[src/rtl/core/mwsc_pkg.sv]
// Shared types, constants and the motion-to-direction table of the
// mecanum wheel speed control block. No dependencies.
package mwsc_pkg;

  localparam int NUM_WHEELS  = 4;
  localparam int NUM_MOTIONS = 6;

  localparam int DELTA_W  = 16;
  localparam int TARGET_W = 9;
  localparam int STEP_W   = 5;
  localparam int DUTY_W   = 7;
  localparam int MOTION_W = 3;
  localparam int CODE_W   = 8;
  localparam int CFG_W    = TARGET_W;
  localparam int CFG_IDX_W = 2;

  localparam logic [TARGET_W-1:0] TARGET_MIN   = TARGET_W'(1);
  localparam logic [TARGET_W-1:0] TARGET_MAX   = TARGET_W'(500);
  localparam logic [TARGET_W-1:0] TARGET_RESET = TARGET_W'(100);
  localparam logic [STEP_W-1:0]   STEP_MIN     = STEP_W'(1);
  localparam logic [STEP_W-1:0]   STEP_MAX     = STEP_W'(20);
  localparam logic [STEP_W-1:0]   STEP_RESET   = STEP_W'(5);
  localparam logic [DUTY_W-1:0]   DUTY_MIN     = DUTY_W'(1);
  localparam logic [DUTY_W-1:0]   DUTY_CAP     = DUTY_W'(100);
  localparam logic [DUTY_W-1:0]   LIMIT_RESET  = DUTY_W'(100);

  // configuration register indexes
  localparam logic [CFG_IDX_W-1:0] REG_TARGET = 2'd0;
  localparam logic [CFG_IDX_W-1:0] REG_STEP   = 2'd1;
  localparam logic [CFG_IDX_W-1:0] REG_LIMIT  = 2'd2;

  // input action codes
  localparam logic ACT_TICK = 1'b0;
  localparam logic ACT_SET  = 1'b1;

  typedef logic [MOTION_W-1:0] motion_t;
  localparam motion_t MOT_BRAKE      = 3'd0;
  localparam motion_t MOT_AHEAD      = 3'd1;
  localparam motion_t MOT_LEFT       = 3'd2;
  localparam motion_t MOT_RIGHT      = 3'd3;
  localparam motion_t MOT_TURN_LEFT  = 3'd4;
  localparam motion_t MOT_TURN_RIGHT = 3'd5;

  // bridge command, encoded as it leaves the block
  typedef enum logic [1:0] {
    DIR_BRAKE = 2'd0,
    DIR_FWD   = 2'd1,
    DIR_REV   = 2'd2
  } dir_t;

  typedef logic [DUTY_W-1:0] duty_t;

  // per-wheel control bundle handed to a wheel update slice
  typedef struct packed {
    dir_t                dir;
    logic [TARGET_W-1:0] target;
    logic [STEP_W-1:0]   step;
    duty_t               limit;
  } wheel_ctrl_t;

  typedef struct packed {
    dir_t    [NUM_WHEELS-1:0] drive;
    duty_t   [NUM_WHEELS-1:0] duty;
    logic                     moving;
    motion_t                  motion;
  } result_t;

  // wheel order: 0 lf, 1 lr, 2 rf, 3 rr
  function automatic dir_t dir_of(input motion_t m, input logic [1:0] w);
    dir_t d;
    d = DIR_BRAKE;
    case (m)
      MOT_AHEAD:      d = DIR_FWD;
      MOT_LEFT:       d = (w == 2'd0 || w == 2'd3) ? DIR_REV : DIR_FWD;
      MOT_RIGHT:      d = (w == 2'd0 || w == 2'd3) ? DIR_FWD : DIR_REV;
      MOT_TURN_LEFT:  d = (w[1] == 1'b0) ? DIR_REV : DIR_FWD;
      MOT_TURN_RIGHT: d = (w[1] == 1'b0) ? DIR_FWD : DIR_REV;
      default:        d = DIR_BRAKE;
    endcase
    return d;
  endfunction

endpackage

[src/rtl/core/mecanum_wheel_step_speed_control_unit.sv]
// Each result is written to the result register, or to the skid register while
// the output stalls. Throughput: one beat per cycle while the skid is empty; all
// four wheels update side by side in one pass of add, compare and clamp logic
// ahead of the result register. A two-deep output stage (result register plus
// skid) keeps input open while one result waits. Synchronous active-low reset:
// motion brake, duties zero, registers at their defaults, output empty.
module mecanum_wheel_step_speed_control_unit import mwsc_pkg::*; (
  input  logic                       clk,
  input  logic                       rst_n,
  input  logic                       in_valid,
  output logic                       in_ready,
  input  logic                       in_action,
  input  logic [CODE_W-1:0]          in_motion_code,
  input  logic signed [DELTA_W-1:0]  in_enc_delta_lf,
  input  logic signed [DELTA_W-1:0]  in_enc_delta_lr,
  input  logic signed [DELTA_W-1:0]  in_enc_delta_rf,
  input  logic signed [DELTA_W-1:0]  in_enc_delta_rr,
  output logic                       out_valid,
  input  logic                       out_ready,
  output logic [1:0]                 out_drive_lf,
  output logic [1:0]                 out_drive_lr,
  output logic [1:0]                 out_drive_rf,
  output logic [1:0]                 out_drive_rr,
  output logic [DUTY_W-1:0]          out_duty_lf,
  output logic [DUTY_W-1:0]          out_duty_lr,
  output logic [DUTY_W-1:0]          out_duty_rf,
  output logic [DUTY_W-1:0]          out_duty_rr,
  output logic                       out_moving_flag,
  output logic [MOTION_W-1:0]        out_current_motion,
  input  logic                       cfg_we,
  input  logic [CFG_IDX_W-1:0]       cfg_index,
  input  logic [CFG_W-1:0]           cfg_wdata
);

  logic [TARGET_W-1:0] target_r;
  logic [STEP_W-1:0]   step_r;
  duty_t               limit_r;
  motion_t             motion_r, motion_nxt;
  duty_t               duty_r   [NUM_WHEELS];
  duty_t               duty_nxt [NUM_WHEELS];
  duty_t               wheel_duty [NUM_WHEELS];
  logic signed [DELTA_W-1:0] delta [NUM_WHEELS];

  result_t res_nxt, out_r, skid_r;
  logic    out_valid_r, skid_valid_r;
  logic    accept;

  logic [TARGET_W-1:0] wr_target;
  logic [STEP_W-1:0]   wr_step;
  duty_t               wr_limit;
  motion_t             code_eff;

  assign accept   = in_valid && in_ready;
  assign in_ready = !skid_valid_r;

  assign delta[0] = in_enc_delta_lf;
  assign delta[1] = in_enc_delta_lr;
  assign delta[2] = in_enc_delta_rf;
  assign delta[3] = in_enc_delta_rr;

  // ---------------- configuration ----------------
  assign wr_target = (cfg_wdata < TARGET_MIN) ? TARGET_MIN :
                     (cfg_wdata > TARGET_MAX) ? TARGET_MAX : cfg_wdata;
  assign wr_step   = (cfg_wdata[STEP_W-1:0] < STEP_MIN) ? STEP_MIN :
                     (cfg_wdata[STEP_W-1:0] > STEP_MAX) ? STEP_MAX : cfg_wdata[STEP_W-1:0];
  assign wr_limit  = (cfg_wdata[DUTY_W-1:0] < DUTY_MIN) ? DUTY_MIN :
                     (cfg_wdata[DUTY_W-1:0] > DUTY_CAP) ? DUTY_CAP : cfg_wdata[DUTY_W-1:0];

  always_ff @(posedge clk) begin
    if (!rst_n) begin
      target_r <= TARGET_RESET;
      step_r   <= STEP_RESET;
      limit_r  <= LIMIT_RESET;
    end else if (cfg_we) begin
      unique case (cfg_index)
        REG_TARGET: target_r <= wr_target;
        REG_STEP:   step_r   <= wr_step;
        REG_LIMIT:  limit_r  <= wr_limit;
        default: ;
      endcase
    end
  end

  // ---------------- wheel slices ----------------
  for (genvar w = 0; w < NUM_WHEELS; w++) begin : g_wheel
    wheel_ctrl_t ctrl;
    assign ctrl.dir    = dir_of(motion_r, 2'(w));
    assign ctrl.target = target_r;
    assign ctrl.step   = step_r;
    assign ctrl.limit  = limit_r;

    mwsc_wheel u_wheel (
      .ctrl     (ctrl),
      .delta    (delta[w]),
      .duty     (duty_r[w]),
      .duty_nxt (wheel_duty[w])
    );
  end

  // ---------------- item decode ----------------
  assign code_eff = (in_motion_code > CODE_W'(MOT_TURN_RIGHT))
                  ? MOT_BRAKE : in_motion_code[MOTION_W-1:0];

  always_comb begin
    motion_nxt     = motion_r;
    res_nxt.moving = 1'b0;
    for (int i = 0; i < NUM_WHEELS; i++) begin
      duty_nxt[i]      = duty_r[i];
      res_nxt.drive[i] = DIR_BRAKE;
    end
    if (in_action == ACT_SET) begin
      if (code_eff == motion_r) begin
        res_nxt.moving = (code_eff != MOT_BRAKE);
      end else begin
        // new motion: brake everything and restart from zero duty
        motion_nxt     = code_eff;
        res_nxt.moving = 1'b1;
        for (int i = 0; i < NUM_WHEELS; i++) duty_nxt[i] = '0;
      end
    end else begin
      for (int i = 0; i < NUM_WHEELS; i++) begin
        duty_nxt[i]      = wheel_duty[i];
        res_nxt.drive[i] = dir_of(motion_r, 2'(i));
      end
    end
    for (int i = 0; i < NUM_WHEELS; i++) res_nxt.duty[i] = duty_nxt[i];
    res_nxt.motion = motion_nxt;
  end

  always_ff @(posedge clk) begin
    if (!rst_n) begin
      motion_r <= MOT_BRAKE;
      for (int i = 0; i < NUM_WHEELS; i++) duty_r[i] <= '0;
    end else if (accept) begin
      motion_r <= motion_nxt;
      for (int i = 0; i < NUM_WHEELS; i++) duty_r[i] <= duty_nxt[i];
    end
  end

  // ---------------- output register + skid ----------------
  always_ff @(posedge clk) begin
    if (!rst_n) begin
      out_valid_r  <= 1'b0;
      skid_valid_r <= 1'b0;
    end else if (accept) begin
      if (!out_valid_r || out_ready) begin
        out_valid_r <= 1'b1;
      end else begin
        skid_valid_r <= 1'b1;
      end
    end else if (out_ready) begin
      out_valid_r  <= skid_valid_r;
      skid_valid_r <= 1'b0;
    end
  end

  always_ff @(posedge clk) begin
    if (accept) begin
      if (!out_valid_r || out_ready) out_r <= res_nxt;
      else                           skid_r <= res_nxt;
    end else if (out_ready && skid_valid_r) begin
      out_r <= skid_r;
    end
  end

  assign out_valid          = out_valid_r;
  assign out_drive_lf       = out_r.drive[0];
  assign out_drive_lr       = out_r.drive[1];
  assign out_drive_rf       = out_r.drive[2];
  assign out_drive_rr       = out_r.drive[3];
  assign out_duty_lf        = out_r.duty[0];
  assign out_duty_lr        = out_r.duty[1];
  assign out_duty_rf        = out_r.duty[2];
  assign out_duty_rr        = out_r.duty[3];
  assign out_moving_flag    = out_r.moving;
  assign out_current_motion = out_r.motion;

  // ---------------- assertions ----------------
  a_skid_behind_out: assert property (@(posedge clk) disable iff (!rst_n)
    skid_valid_r |-> out_valid_r)
    else $error("skid holds a beat while output register is empty");

  a_brake_no_duty: assert property (@(posedge clk) disable iff (!rst_n)
    (motion_r == MOT_BRAKE) |-> (duty_r[0] == '0 && duty_r[1] == '0 &&
                                 duty_r[2] == '0 && duty_r[3] == '0))
    else $error("nonzero duty while braking");

  a_duty_cap: assert property (@(posedge clk) disable iff (!rst_n)
    duty_r[0] <= DUTY_CAP && duty_r[1] <= DUTY_CAP &&
    duty_r[2] <= DUTY_CAP && duty_r[3] <= DUTY_CAP)
    else $error("wheel duty above cap");

  a_new_motion_clears: assert property (@(posedge clk) disable iff (!rst_n)
    (accept && in_action == ACT_SET && code_eff != motion_r) |=>
      (duty_r[0] == '0 && duty_r[1] == '0 && duty_r[2] == '0 && duty_r[3] == '0))
    else $error("duties not cleared on motion change");

endmodule

[src/rtl/core/mwsc_wheel.sv]
// One wheel's duty update: sign correction, compare against target, step
// and clamp; braking forces zero duty. Depends on mwsc_pkg.
module mwsc_wheel import mwsc_pkg::*; (
  input  wheel_ctrl_t              ctrl,
  input  logic signed [DELTA_W-1:0] delta,
  input  duty_t                    duty,
  output duty_t                    duty_nxt
);

  logic signed [DELTA_W-1:0] meas;
  logic signed [DELTA_W-1:0] target_s;
  logic [DUTY_W:0]           sum_up;

  // -32768 negates to itself in 16 bits, which is the wanted wrap
  assign meas     = (ctrl.dir == DIR_REV) ? -delta : delta;
  assign target_s = $signed({{(DELTA_W-TARGET_W){1'b0}}, ctrl.target});
  assign sum_up   = {1'b0, duty} + {{(DUTY_W+1-STEP_W){1'b0}}, ctrl.step};

  always_comb begin
    duty_nxt = duty;
    if (ctrl.dir == DIR_BRAKE) begin
      duty_nxt = '0;
    end else if (meas < target_s) begin
      duty_nxt = (sum_up > {1'b0, ctrl.limit}) ? ctrl.limit : sum_up[DUTY_W-1:0];
    end else if (meas > target_s) begin
      duty_nxt = (duty > {{(DUTY_W-STEP_W){1'b0}}, ctrl.step})
               ? duty - {{(DUTY_W-STEP_W){1'b0}}, ctrl.step} : '0;
    end
  end

endmodule
[config.mk]
export PLATFORM = sky130hd
export DESIGN_NAME = mecanum_wheel_step_speed_control_unit
export DESIGN_NICKNAME = d
export VERILOG_FILES = /design/src/rtl/core/mwsc_pkg.sv /design/src/rtl/core/mecanum_wheel_step_speed_control_unit.sv /design/src/rtl/core/mwsc_wheel.sv
export SDC_FILE = /design/constraint.sdc
export NUM_CORES = 1
export LEC_CHECK = 0
export BUFFER_PORTS_ARGS = -buffer_cell sky130_fd_sc_hd__clkbuf_2
export CAP_MARGIN = 25
export CORE_MARGIN = 2
export CORE_UTILIZATION = 58
export DETAILED_ROUTE_END_ITERATION = 8
export PLACE_DENSITY = 0.79
export SETUP_SLACK_MARGIN = 0.02
export SLEW_MARGIN = 5
export SYNTH_ARGS = -nofsm -noshare
export SYNTH_HDL_FRONTEND = slang
export SYNTH_HIERARCHICAL = 1
export SYNTH_SLANG_ARGS = --single-unit
[constraint.sdc]
create_clock -name clk -period 5.9 [get_ports clk]
set_clock_uncertainty 0.15 [all_clocks]
set_input_delay 1.18 -clock clk [delete_from_list [all_inputs] [get_ports clk]]
set_output_delay 1.18 -clock clk [all_outputs]
set_load 0.01 [all_outputs]
Word level (Yosys, flattened, before mapping):

Memories as Yosys holds them, arrays and structs flattened.
Index checks and enable logic that the tools add are counted.

* register bits after elaboration: 106
* bits in writable memories: 28
* output and inout port bits: 42
* word-level logic and storage cells: 168
* memories: 1

* add/subtract/negate cells: 12
* order comparisons: 23
* equality and inequality tests: 14
* muxes and demuxes: 59
* bitwise gates (word level): 5
* reduce and logical (&&, ||, !) cells: 28

Memory list
* duty_r: depth 4, width 7, rd ports 4, clocked after Yosys merged registers in 0, wr ports 4, RTL line mecanum_wheel_step_speed_control_unit.sv:39 `duty_t duty_r [NUM_WHEELS];`

Operator list (number)
* $mux 7: 26
* $mux 40: 3
* $gt 16x10->1: 4
* $lt 16x10->1: 4
* $mux 16: 4
* $neg 16->16: 4
* $mux 28: 2
* $add 7x5->8: 4
* $gt 8x7->1: 4
* $gt 7x5->1: 4
* $sub 7x5->7: 4
* $mux 9: 2
* $pmux 2 s2: 4
* $reduce_and 2->1: 7
* $mux 1: 12
* $reduce_or 3->1: 4
* $eq 2x2->1 const B: 5
* $logic_not 2->1: 5
* $mux 5: 2
* $gt 9x9->1 const B: 1
* $lt 9x1->1 const B: 1
* $mux 3: 3
* $gt 8x3->1 const B: 1
* $mux 8: 1
* 19 further kinds: 30

Logic depth before layout (Yosys ltp):

* word-level depth: 12
* mapped depth: 23
* mapped depth without buffers: 20

Hierarchy:

Netlist, hierarchy kept.

Modules (own cells, without submodules)
* mecanum_wheel_step_speed_control_unit: instances 1, cells each 580, area each 6423.7 um^2
* mwsc_wheel (g_wheel[2].u_wheel ...): instances 2, cells each 234, area each 1636.6 um^2
* mwsc_wheel (g_wheel[0].u_wheel): instances 1, cells each 218, area each 1619.1 um^2
* mwsc_wheel (g_wheel[1].u_wheel): instances 1, cells each 228, area each 1585.3 um^2

Worst setup path after synthesis:

No wires, ideal clock.

* path kind: input port to flip-flop
* start: input port in_enc_delta_rr[0]
* end: register out_r, in the netlist out_duty_rr[6] (data pin)
* library setup time: 0.266 ns
* arrival: 3.944 ns
* slack: 1.539 ns
* stages on the path: 19
* cell sequence: inv_1 -> ha_1 -> nor3b_1 -> nand2_1 -> nand2_1 -> xnor2_1 -> ha_1 -> nand3_1 -> or2_2 -> nor2_1 -> nand2_1 -> or3_1 -> buf_2 -> a221oi_2 -> a211oi_1 -> nand2b_1 -> nand2_1 -> o21ai_0 -> o41ai_2

RTL lines
* from (decl): RTL line mecanum_wheel_step_speed_control_unit.sv:17 `input logic signed [DELTA_W-1:0] in_enc_delta_rr,`
* to (signal assigned): RTL line mecanum_wheel_step_speed_control_unit.sv:159 `if (!out_valid_r || out_ready) out_r <= res_nxt;`
* to (signal assigned): RTL line mecanum_wheel_step_speed_control_unit.sv:162 `out_r <= skid_r;`
* to (decl): RTL line mecanum_wheel_step_speed_control_unit.sv:44 `result_t res_nxt, out_r, skid_r;`

==> flow_metrics.env <==
export IMPL_status="complete, no violations"
export IMPL_netlist_top_cells_count="sky130_fd_sc_hd__nand2_1, sky130_fd_sc_hd__inv_1, sky130_fd_sc_hd__edfxtp_1, sky130_fd_sc_hd__ha_1, sky130_fd_sc_hd__nor2_1"
export IMPL_gr_total_overflow=0
export IMPL_clk_insertion_delay_late_ns=0.43
export IMPL_synth_top_area_share_pct=25.14
export IMPL_cell_area_after_placement_um2=13650
export IMPL_count_of_buffers_added_by_post_cts_timing_repair_for_setup=0
export IMPL_layout_worst_path_cycle_share_pct=85.97
export IMPL_final_routed_wirelength_across_all_metal_layers_mm=34.99
export IMPL_netlist_cell_type_count=96
export IMPL_gp_congestion=0.9684
export IMPL_tightestPinTransition_ns=0.9141
export IMPL_hpwlAfterDp_mm=25.32
export IMPL_grt_start_max_net_pins=85
export IMPL_end_kind="flop"
export IMPL_number_of_global_route_vias_before_repair=11790
export IMPL_syn_area_um2=12900
export IMPL_setup_total_negative_slack_ns=0
export IMPL_floorplan_rows=54
export IMPL_clock_tree_htree_level_count=4
export IMPL_ctsRootBufferMaster="sky130_fd_sc_hd__clkbuf_16"
export IMPL_worst_setup_hold_path_clk_slew_ns=0.06
export IMPL_max_slew_headroom_pct=39.06
export IMPL_synth_enable_flop_cells=108
export IMPL_first_iter_violations=1163
export IMPL_ys_seq_elements=134
export IMPL_initial_core_util_pct=59.12
export IMPL_critPathSlowestCell="sky130_fd_sc_hd__dfxtp_1"
export IMPL_port_buffers=130
export IMPL_achievable_frequency_mhz=197.1
export IMPL_drcViolationCount=0
export IMPL_power_total_uw=2937
export IMPL_pre_cts_slack_ns=0.8985
export IMPL_layout_filler_cells=1793
export IMPL_syn_inst=1494
export IMPL_setup_repair_after_global_routing_missed_its_margin="false"
export IMPL_routed_via_density=6.456
export IMPL_die_y_um=153.1
export IMPL_synth_seq_area_share_pct=29.17
export IMPL_stdcell_count=1863
export IMPL_cts_max_path_buffers=2
export IMPL_cpLargestDelayFamily="simple AND/OR/NAND/NOR gates"
export IMPL_internal_power_uw=2058
export IMPL_power_ir_vdd_worst_v=0.0001781
export IMPL_critPathLaunchType="flop"
export IMPL_drive_above_1_share_pct=14.91
export IMPL_synthDominantAreaCellType="sky130_fd_sc_hd__edfxtp_1"
export IMPL_average_detailed_routed_wire_length_per_instance_um=18.78
export IMPL_power_clock_fraction_pct=38.7
export IMPL_top_level_ports=131
export IMPL_pwr_density_cell_nw_per_um2=205.4
export IMPL_cp_required_ns=5.89
export IMPL_synth_area_top_cells="sky130_fd_sc_hd__edfxtp_1, sky130_fd_sc_hd__ha_1, sky130_fd_sc_hd__dfxtp_1, sky130_fd_sc_hd__nand2_1, sky130_fd_sc_hd__inv_1"
export IMPL_synthesis_area_per_instance_um2=8.635
export IMPL_cp_cell_sequence="nor2b_1 > a21oi_1 > inv_1 > nor2b_1 > o21ai_0 > xnor2_1 > ha_1 > nand3_1 > or2_2 > nor2_1 > nand2_1 > or3_1 > a211oi_1 > a211oi_1 > nand2b_1 > nand2_1 > o21ai_0 > o41ai_1"
export IMPL_share_seq_of_total_power_pct=38.4
export IMPL_period_needed_ns=5.072
export IMPL_multi_input_comb_area_um2=8272
export IMPL_dr_pass1_iters=6
export IMPL_number_of_gates_given_a_new_drive_strength_after_cts=0
export IMPL_cts_inserted_buffers=17
export IMPL_synthesized_netlist_net_count=1699
export IMPL_commonest_register_cell_after_synthesis="sky130_fd_sc_hd__edfxtp_1"
export IMPL_cts_tree="yes"
export IMPL_hold_viol=0
export IMPL_synth_yosys_warnings=6
export IMPL_vias=12030
export IMPL_path_buf_inv=1
export IMPL_antenna_cells_inserted=0
export IMPL_global_route_wire_length_before_repair_mm=57.27
export IMPL_timing_worst_setup_path_type="reg2reg"
export IMPL_cts_sinks=134
export IMPL_layout_cell_area_non_filler_um2=14300
export IMPL_drtAntennaViolNets=0
export IMPL_asyncSetResetFlopFracSynth_pct=0
export IMPL_die_x_um=153.1
export IMPL_crit_path_max_fanout=12
export IMPL_flow_area_growth_from_synthesis_pct=10.85
export IMPL_num_nets_final=1775
export IMPL_power_net_switching_uw=878.5
export IMPL_grt_use_total_pct=29.37
export IMPL_total_leakage_power_uw=0.005750
export IMPL_core_area_um2=21820
export IMPL_hold_buffers=0
export IMPL_swShare_pct=29.91
export IMPL_timing_critical_path_arrival_ns=5.06
export IMPL_placedCellCount=1830
export IMPL_timing_final_ws_setup_ns=0.8277
export IMPL_timing_critical_path_slowest_cell_delay_ns=0.65
export IMPL_antenna_found_initial=0
export IMPL_hp_class="reg2reg"
export IMPL_max_cap_violations=0
export IMPL_design_die_area_um2=23450
export IMPL_timing_final_setup_violations=0
export IMPL_drv_slew=0
export IMPL_sequential_cell_area_um2=3764
export IMPL_comb_power_share_pct=22.9
export IMPL_synth_most_common_cell="sky130_fd_sc_hd__nand2_1"
-- routing by layer --
metal / GRT usage (%) / wire length (um) / up-vias
met5: 0 / 0 / -
met4: 12.17 / 1277 / 0
met3: 4.253 / 2205 / 95
met2: 51.32 / 17340 / 510
met1: 36.33 / 14160 / 5669
li1: - / - / 5753
-- final timing paths --
check | start | end | slack, ns | cells after the start
max reg2reg | motion_r[2]$_SDFFE_PN0P_ | out_duty_rr[1]$_DFFE_PP_ | 0.83 | 18
min reg2reg | skid_r[38]$_DFFE_PP_ | out_drive_rr[0]$_DFFE_PP_ | 0.38 | 2
min | skid_r[38]$_DFFE_PP_ | out_drive_rr[0]$_DFFE_PP_ | 0.38 | 2
max | motion_r[2]$_SDFFE_PN0P_ | out_duty_rr[1]$_DFFE_PP_ | 0.83 | 18
-- state kept, by name (all words and copies together) (netlist names), 2 cells and up --
register            cells
limit_r                 7
out_current_motion      3
out_duty_lr             7
out_duty_rf             7
motion_r                3
out_duty_rr             7
target_r                9
out_drive_rr            2
step_r                  5
out_drive_lf            2
skid_r                 40
duty_r                 28
out_drive_rf            2
out_drive_lr            2
out_duty_lf             7
-- logic make-up after synthesis --
family                   count (synthesis)  synth area share [%]
AO/OA/AOI/OAI                          429                 24.28
adder cells (fa/ha/maj)                116                 11.72
AND/OR/NAND/NOR                        512                 21.17
XOR/XNOR                                62                 4.267
buffers and inverters                  212                 7.041
multiplexers                            29                 2.357
flip-flops                             134                 29.17
-- cells in the final DEF (no fill, tap or decap), drive strengths merged, types with 16 or more instances in the layout --
master / n
xnor2: 40
nand4: 17
nor2b: 32
dfxtp: 26
a21oi: 83
nor2: 88
o31ai: 45
nor3: 34
edfxtp: 108
nor4: 18
o41ai: 37
o211ai: 16
ha: 108
o21ai: 80
mux2i: 18
o32ai: 30
nand2: 135
nand3: 60
inv: 125
buf: 17
xor2: 22
nand2b: 58
clkbuf: 148
a211oi: 32
-- cell type report --
| type | count | area share [%] |
|---|---|---|
| Clock inverter | 14 | 1.382 |
| Timing Repair Buffer | 147 | 5.809 |
| Inverter | 122 | 3.202 |
| Sequential cell | 134 | 26.32 |
| Clock buffer | 18 | 3.001 |
| Multi-Input combinational cell | 1148 | 57.84 |
| Tap cell | 280 | 2.450 |
-- tightest hold or removal path, stage by stage (launching register included) --
cell and delay (ns):
sky130_fd_sc_hd__edfxtp_1 0.32, sky130_fd_sc_hd__nand2_1 0.04, sky130_fd_sc_hd__o31ai_1 0.06
-- power by group through the flow --
stage	sequential, uW	clock (uW)	combinational (uW)
2_1_floorplan	1140	0	452
4_1_cts	1130	1140	658
6_report	1130	1140	674
3_3_place_gp	1150	0	631
5_1_grt	1130	1190	745
3_5_place_dp	1150	0	650
-- through the flow --
stage / hold WS (ns) / utilization, %
final: 0.3799 / 65.53
after global routing: 0.4222 / 65.53
after CTS: 0.3796 / 65.41
after detailed placement: 0.3630 / 62.53
after global placement: 0.3548 / 62.41
after floorplan: 0.3243 / -
(Power assumes the default switching activity.)
